--- src/rtl/core/bps16_pkg.sv ---
package bps16_pkg;

  localparam int ELEM_BYTES  = 16;
  localparam int BLOCK_ELEMS = 8;
  localparam int WORD_W      = 64;
  localparam int SRC_W       = $clog2(ELEM_BYTES);
  localparam int ELEM_IDX_W  = $clog2(BLOCK_ELEMS);
  localparam int CNT_W       = 17;
  localparam int BLK_IDX_W   = 16;
  localparam int BASE_W      = 23;
  localparam int STEP_W      = CNT_W + ELEM_IDX_W;
  localparam int MAX_BLOCKS  = 65536;

  localparam logic [ELEM_IDX_W-1:0] LAST_ELEM = ELEM_IDX_W'(BLOCK_ELEMS - 1);
  localparam logic [SRC_W-1:0]      LAST_BYTE = SRC_W'(ELEM_BYTES - 1);
  localparam logic [CNT_W-1:0]      CNT_RESET = CNT_W'(1);

  // Two completed blocks may wait between front and back.
  localparam int Q_DEPTH = 2;
  localparam int Q_PTR_W = $clog2(Q_DEPTH);
  localparam int Q_CNT_W = $clog2(Q_DEPTH + 1);

  typedef struct packed {
    logic [WORD_W-1:0] elem_lo;
    logic [WORD_W-1:0] elem_hi;
  } elem_t;

  typedef struct packed {
    logic [SRC_W-1:0]  source_byte;
    logic [WORD_W-1:0] planes;
    logic [BASE_W-1:0] dest_base;
    logic              last;
  } res_t;

  typedef logic [ELEM_BYTES-1:0][WORD_W-1:0] planes_t;

  typedef struct packed {
    planes_t                planes;
    logic [BLK_IDX_W-1:0]   block_index;
    logic [STEP_W-1:0]      step;
  } qentry_t;

  typedef struct packed {
    logic    valid;
    qentry_t entry;
  } qpush_t;

  typedef struct packed {
    logic full;
    logic empty;
  } qstat_t;

  // Zero acts as one, anything past MAX_BLOCKS saturates.
  function automatic logic [CNT_W-1:0] eff_count(input logic [CNT_W-1:0] cnt);
    logic [CNT_W-1:0] c;
    c = cnt;
    if (c == '0) c = CNT_W'(1);
    if (c > CNT_W'(MAX_BLOCKS)) c = CNT_W'(MAX_BLOCKS);
    return c;
  endfunction

  // Bit i of source byte b lands in bit col of plane byte i of entry b.
  function automatic planes_t scatter(input planes_t cur, input elem_t elem,
                                      input logic [ELEM_IDX_W-1:0] col);
    planes_t   p;
    logic [7:0] byte_v;
    p = cur;
    for (int b = 0; b < ELEM_BYTES; b++) begin
      if (b < 8) byte_v = elem.elem_lo[b*8 +: 8];
      else byte_v = elem.elem_hi[(b-8)*8 +: 8];
      for (int i = 0; i < 8; i++) begin
        for (int k = 0; k < BLOCK_ELEMS; k++) begin
          if (col == ELEM_IDX_W'(k)) p[b][i*8 + k] = byte_v[i];
        end
      end
    end
    return p;
  endfunction

endpackage

--- src/rtl/core/bps16_front.sv ---
module bps16_front (
  input  logic                         clk,
  input  logic                         rst,
  input  logic                         elem_valid,
  output logic                         elem_stall,
  input  bps16_pkg::elem_t             elem_data,
  input  logic [bps16_pkg::CNT_W-1:0]  block_count,
  input  bps16_pkg::qstat_t            qstat,
  output bps16_pkg::qpush_t            qpush
);

  logic [bps16_pkg::ELEM_IDX_W-1:0] elem_idx;
  logic [bps16_pkg::BLK_IDX_W-1:0]  block_index;
  bps16_pkg::planes_t               buffer;
  bps16_pkg::planes_t               merged;
  logic [bps16_pkg::CNT_W-1:0]      stride;
  logic [bps16_pkg::CNT_W-1:0]      idx_inc;
  logic                             accept;
  logic                             block_done;

  // Only the closing element of a block needs room in the queue.
  assign elem_stall = (elem_idx == bps16_pkg::LAST_ELEM) && qstat.full;
  assign accept     = elem_valid && !elem_stall;
  assign block_done = accept && (elem_idx == bps16_pkg::LAST_ELEM);

  assign merged  = bps16_pkg::scatter(buffer, elem_data, elem_idx);
  assign stride  = bps16_pkg::eff_count(block_count);
  assign idx_inc = {1'b0, block_index} + bps16_pkg::CNT_W'(1);

  always_comb begin
    qpush.valid             = block_done;
    qpush.entry.planes      = merged;
    qpush.entry.block_index = block_index;
    qpush.entry.step        = {stride, bps16_pkg::ELEM_IDX_W'(0)};
  end

  always_ff @(posedge clk) begin
    if (rst) begin
      elem_idx    <= '0;
      block_index <= '0;
    end else if (accept) begin
      elem_idx <= elem_idx + bps16_pkg::ELEM_IDX_W'(1);
      if (block_done) begin
        if (idx_inc >= stride) block_index <= '0;
        else block_index <= idx_inc[bps16_pkg::BLK_IDX_W-1:0];
      end
    end
  end

  always_ff @(posedge clk) begin
    if (accept) buffer <= merged;
  end

endmodule

--- src/rtl/core/bps16_queue.sv ---
module bps16_queue (
  input  logic                clk,
  input  logic                rst,
  input  bps16_pkg::qpush_t   qpush,
  input  logic                pop,
  output bps16_pkg::qstat_t   qstat,
  output bps16_pkg::qentry_t  head
);

  bps16_pkg::qentry_t             slots [bps16_pkg::Q_DEPTH];
  logic [bps16_pkg::Q_PTR_W-1:0]  wr_ptr;
  logic [bps16_pkg::Q_PTR_W-1:0]  rd_ptr;
  logic [bps16_pkg::Q_CNT_W-1:0]  count;
  logic                           do_push;
  logic                           do_pop;

  assign qstat.full  = (count == bps16_pkg::Q_CNT_W'(bps16_pkg::Q_DEPTH));
  assign qstat.empty = (count == '0);
  assign do_push     = qpush.valid && !qstat.full;
  assign do_pop      = pop && !qstat.empty;
  assign head        = slots[rd_ptr];

  always_ff @(posedge clk) begin
    if (rst) begin
      wr_ptr <= '0;
      rd_ptr <= '0;
      count  <= '0;
    end else begin
      if (do_push) wr_ptr <= wr_ptr + bps16_pkg::Q_PTR_W'(1);
      if (do_pop) rd_ptr <= rd_ptr + bps16_pkg::Q_PTR_W'(1);
      unique case ({do_push, do_pop})
        2'b10:   count <= count + bps16_pkg::Q_CNT_W'(1);
        2'b01:   count <= count - bps16_pkg::Q_CNT_W'(1);
        default: count <= count;
      endcase
    end
  end

  always_ff @(posedge clk) begin
    if (do_push) slots[wr_ptr] <= qpush.entry;
  end

endmodule

--- src/rtl/core/bps16_back.sv ---
module bps16_back (
  input  logic                clk,
  input  logic                rst,
  input  bps16_pkg::qstat_t   qstat,
  input  bps16_pkg::qentry_t  head,
  output logic                pop,
  output logic                res_valid,
  input  logic                res_stall,
  output bps16_pkg::res_t     res_data
);

  logic [bps16_pkg::SRC_W-1:0]  src;
  logic [bps16_pkg::BASE_W-1:0] acc;
  logic [bps16_pkg::BASE_W-1:0] cur_base;
  logic                         load_ok;
  logic                         emit;

  assign load_ok  = !res_valid || !res_stall;
  assign emit     = load_ok && !qstat.empty;
  assign pop      = emit && (src == bps16_pkg::LAST_BYTE);
  assign cur_base = (src == '0) ? bps16_pkg::BASE_W'(head.block_index) : acc;

  always_ff @(posedge clk) begin
    if (rst) begin
      res_valid <= 1'b0;
      src       <= '0;
    end else begin
      if (load_ok) res_valid <= emit;
      if (emit) src <= src + bps16_pkg::SRC_W'(1);
    end
  end

  always_ff @(posedge clk) begin
    if (emit) begin
      acc                  <= cur_base + bps16_pkg::BASE_W'(head.step);
      res_data.source_byte <= src;
      res_data.planes      <= head.planes[src];
      res_data.dest_base   <= cur_base;
      res_data.last        <= (src == bps16_pkg::LAST_BYTE);
    end
  end

endmodule

--- src/rtl/core/bit_plane_shuffle_16byte_core.sv ---
// Bit-plane transpose of 16-byte elements in blocks of eight. The front takes
// one element per cycle unless a block's last element meets a full queue, and
// scatters its 128 bits into one column of a block buffer; the eighth element
// closes the block and moves it into a two-block queue. The back then drives
// 16 results, one per source byte and one per cycle while res_stall is low,
// with the destination base of plane byte 0 (plane byte j sits at base plus
// j times the block count). A block has 8 elements but 16 results, so the
// sustained rate is set by the single result port. With the result port
// stalled, the queue holds two closed blocks and the buffer takes seven more
// elements before the input stalls. Each closed block passes through the
// queue, then the result register. block_count is written through
// cfg_valid/cfg_data (always ready) and should change only while idle.
module bit_plane_shuffle_16byte_core (
  input  logic                         clk,
  input  logic                         rst,
  input  logic                         elem_valid,
  output logic                         elem_stall,
  input  bps16_pkg::elem_t             elem_data,
  output logic                         res_valid,
  input  logic                         res_stall,
  output bps16_pkg::res_t              res_data,
  input  logic                         cfg_valid,
  output logic                         cfg_ready,
  input  logic [bps16_pkg::CNT_W-1:0]  cfg_data
);

  logic [bps16_pkg::CNT_W-1:0] block_count;
  bps16_pkg::qpush_t           qpush;
  bps16_pkg::qstat_t           qstat;
  bps16_pkg::qentry_t          head;
  logic                        pop;

  assign cfg_ready = 1'b1;

  always_ff @(posedge clk) begin
    if (rst) begin
      block_count <= bps16_pkg::CNT_RESET;
    end else if (cfg_valid && cfg_ready) begin
      block_count <= cfg_data;
    end
  end

  bps16_front u_front (
    .clk         (clk),
    .rst         (rst),
    .elem_valid  (elem_valid),
    .elem_stall  (elem_stall),
    .elem_data   (elem_data),
    .block_count (block_count),
    .qstat       (qstat),
    .qpush       (qpush)
  );

  bps16_queue u_queue (
    .clk   (clk),
    .rst   (rst),
    .qpush (qpush),
    .pop   (pop),
    .qstat (qstat),
    .head  (head)
  );

  bps16_back u_back (
    .clk       (clk),
    .rst       (rst),
    .qstat     (qstat),
    .head      (head),
    .pop       (pop),
    .res_valid (res_valid),
    .res_stall (res_stall),
    .res_data  (res_data)
  );

`ifndef SYNTH
  a_no_push_when_full: assert property (@(posedge clk) disable iff (rst)
    qpush.valid |-> !qstat.full)
    else $error("block pushed into full queue");

  a_push_lands: assert property (@(posedge clk) disable iff (rst)
    (qpush.valid && qstat.empty) |=> !qstat.empty)
    else $error("completed block lost");

  a_last_marks_final: assert property (@(posedge clk) disable iff (rst)
    res_valid |-> (res_data.last == (res_data.source_byte == bps16_pkg::LAST_BYTE)))
    else $error("last flag out of step with source byte");

  a_pop_only_at_end: assert property (@(posedge clk) disable iff (rst)
    pop |=> (res_valid && res_data.last))
    else $error("queue head released before final result");
`endif

endmodule
--- config.mk ---
export PLATFORM = sky130hd
export DESIGN_NAME = bit_plane_shuffle_16byte_core
export DESIGN_NICKNAME = d
export VERILOG_FILES = /design/src/rtl/core/bps16_pkg.sv /design/src/rtl/core/bps16_front.sv /design/src/rtl/core/bps16_queue.sv /design/src/rtl/core/bps16_back.sv /design/src/rtl/core/bit_plane_shuffle_16byte_core.sv
export SDC_FILE = /design/constraint.sdc
export NUM_CORES = 2
export LEC_CHECK = 0
export ABC_AREA = 0
export BUFFER_PORTS_ARGS = -buffer_cell sky130_fd_sc_hd__buf_2
export CAP_MARGIN = 0
export CELL_PAD_IN_SITES_DETAIL_PLACEMENT = 1
export CELL_PAD_IN_SITES_GLOBAL_PLACEMENT = 1
export CORE_MARGIN = 1
export CORE_UTILIZATION = 58
export CTS_BUF_LIST = sky130_fd_sc_hd__clkbuf_4 sky130_fd_sc_hd__clkbuf_8 sky130_fd_sc_hd__clkbuf_16
export DETAILED_ROUTE_END_ITERATION = 10
export PLACE_DENSITY = 0.92
export SETUP_SLACK_MARGIN = 0.1
export SKIP_CTS_REPAIR_TIMING = 1
export SLEW_MARGIN = 10
export SYNTH_ARGS = -nofsm -noshare
export SYNTH_HDL_FRONTEND = slang
export SYNTH_SLANG_ARGS = --single-unit
--- constraint.sdc ---
create_clock -name clk -period 218.9 [get_ports clk]
set_input_delay 32.835 -clock clk [delete_from_list [all_inputs] [get_ports clk]]
set_output_delay 32.835 -clock clk [all_outputs]
set_load 0.01 [all_outputs]
==> results.cfg <==
[global_routing]
overflow = 0
antenna_found_initial = 73
grt_pass1_vias = 68100
grt_pass1_wl_microns = 552000
grt_max_degree = 177
track_usage_pct = 35.1

[synthesis]
yosysWarnings = 0
yosysMostFrequentCell = edfxtp_1
avgSynthCellArea_sq_um = 22.4
netlist.area_leader.share_pct = 75.4
synth_area_sq_um = 129000
synthTopCellsByArea = edfxtp_1 75%, mux4_2 11%, mux2_2 9.6%
seq_area_frac_synth_pct = 76.1
ys_ff_latch = 3296
postSynthNetCount = 5959
syn_inst = 5764
synth_common_cells = 3250 x edfxtp_1, 1108 x mux2_2, 640 x mux4_2, 190 x clkbuf_1, 69 x nor2_1
synth-main-ff-cell = edfxtp_1
yosys.cell_types.count = 46
synth_edf_count = 3250
yosys.area.top_type = edfxtp_1
async_reset_ff_share_pct = 0

[cells_and_area]
layout.nets = 6331
drive_gt1_share_pct = 40.8
areaGrowthSynthToFinish_pct = 11.7
fin_area_sq_um = 145000

[routing]
routed_via_density = 7.84
drt-total-wl_microns = 462000
vias = 73700
first_pass_iters = 8
ant_nets = 0
detail_route.wl_per_cell_microns = 49.2
drtIter0Drc = 15000
route.detailed.drc = 0

[place]
hpwl_microns = 199000
gp_congestion = 0.812
portBuffers = 243
dpl-instance-area_sq_um = 134000

[timing]
fin_tns_setup_ns = 0
finalSetupViolCount = 0
period_needed_ns = 39.76
max_freq_mhz = 25.2
grt_setup_unrepaired = no
skew_ns = 0.0985
relSlewSlack_pct = 3.97
worstMarginPinSlew_ns = 1.44
finalHoldViolCount = 0
finalMaxSlewViolations = 0
min_period_over_period_pct = 18.2

[critical_path]
critPathCapture = u_queue.slots[0][523]
cp_data_arrival_time_ns = 40.36
r2r_end = u_queue.slots[0][523]
crit_type = input pin to register
start_kind = input pin
critPathCaptureType = register
crit_required_ns = 219.51
rr_worst_depth = 14
critPathLaunch = elem_valid
r2r-start = u_front.elem_idx[1]
r2r_slack_ns = 209.83
cp_max_fo = 156

[run_status]
status = completed

[die]
chipHeight_microns = 474
start_util_pct = 58.3
io_pins = 245
die_x_microns = 474
coreArea_sq_um = 222000
die-area_sq_um = 225000
placementRows = 173

[pwr]
ir_drop_uv = 8.13
powerDensity_nw_per_um2 = 9.75
power_leakage_nw = 46.0

[cts]
clock_path_buffers = 4
cts_buffers = 331
root_buffer = clkbuf_16
cts-htree-levels = 5
clk_pin_slew_ns = 0.06
cts_tree = built
cts_sinks = 3296
clock_latency_ns = 1.03

[job]
drv_cap = 0

[hold_path]
hold_path_class = register to register
## critical path: stages
cell and delay [ns]:
buf_2 0.08, nor2b_4 0.18, buf_4 0.83, and2_0 0.80, inv_1 0.36, nor2_4 0.89, buf_4 0.64, buf_4 0.95
buf_4 0.90, buf_12 0.71, buf_4 0.90
## stage by stage
step	total power, mW	hold WS [ns]	worst slack, ns	util, %	std cells
floorplan	0.783	0.406	109.94	-	5764
finish	1.41	0.540	179.14	65.1	9398
global placement	0.786	0.489	178.83	60.4	8778
CTS	1.37	0.539	179.35	65.1	9345
global route	1.42	0.567	178.83	65.1	9380
detailed placement	0.797	0.520	178.49	60.4	8778
## layer usage
metal	wire length (microns)	vias to the layer above	global-route usage (%)
met5	371	-	0
met4	31000	54	13.5
met3	72700	1957	8.07
met2	209000	9602	54.4
met1	149000	37300	49.0
li1	-	24800	-
## power by group
part / total (mW) / leakage [nW] / switching (mW) / internal, mW
registers: 0.731 / 30.4 / 0.0107 / 0.720
logic: 0.0717 / 10.4 / 0.0501 / 0.0216
clock network: 0.606 / 5.14 / 0.287 / 0.319
total: 1.41 / 46.0 / 0.348 / 1.06
## sequential cells by signal (all words and copies together), names as in the netlist, 2 cells and up, named ones only
signal	count
block_count	17
u_front.elem_idx	3
u_back.acc	23
u_front.block_index	16
u_back.res_data	89
u_queue.count	2
u_front.buffer	1024
u_queue.slots	2114
u_back.src	4
## final cells by class
cell class	count	area, sq um
Fill cell	17200	77300
Tap cell	2975	3720
Inverter	31	116
Clock inverter	167	1510
Multi-Input combinational cell	2147	29700
Clock buffer	400	8870
Antenna cell	53	133
Timing Repair Buffer	329	1980
Sequential cell	3296	98500
## layout by cell type (no fill, tap or decap), types with 11 or more instances in the layout
master      netlist  layout
buf_4             4      76
buf_2            54     243
nor2_1           69      68
clkbuf_4          0      65
clkbuf_16         0     335
edfxtp_1       3250    3250
bufinv_16         0      25
clkinv_1          0      64
xnor2_1          23      23
xor2_1           14      14
nor2b_1          12      11
clkinvlp_4        0      15
a21oi_1          39      38
ha_1             44      42
nand2_1          53      47
inv_6             0      11
dfxtp_1          46      41
and3_1           14      13
diode_2           0      53
inv_1            31      31
nand3_1          19      19
clkinv_2          0      44
mux4_2          640     640
o21ai_0          14      14
mux2_2         1108    1108
mux2i_1          33      33
## worst min path at each step
stage,startpoint,endpoint,slack (ns),depth (start not counted)
6_report,block_count[5],block_count[5],0.54,2
5_1_grt,u_front.block_index[14],u_queue.slots[1][31],0.57,0
4_1_cts,block_count[3],block_count[3],0.54,2
3_5_place_dp,block_count[13],block_count[13],0.52,2
3_3_place_gp,u_back.res_valid,u_back.res_valid,0.49,2
2_1_floorplan,u_back.src[2],u_back.res_data[90],0.41,0
## logic make-up (layout without fill, tap and decap cells)
group | count (synthesis) | after routing | synth area share, %
other cells | 1 | 54 | 0.00290
xor+xnor | 37 | 37 | 0.250
buf+inv | 321 | 927 | 1.02
compound gates | 85 | 85 | 0.403
mux | 1781 | 1781 | 21.0
fa+ha+maj | 45 | 45 | 0.441
flops | 3296 | 3296 | 76.1
simple gates | 198 | 198 | 0.708
Note: power is estimated with default switching activity, not from simulation.
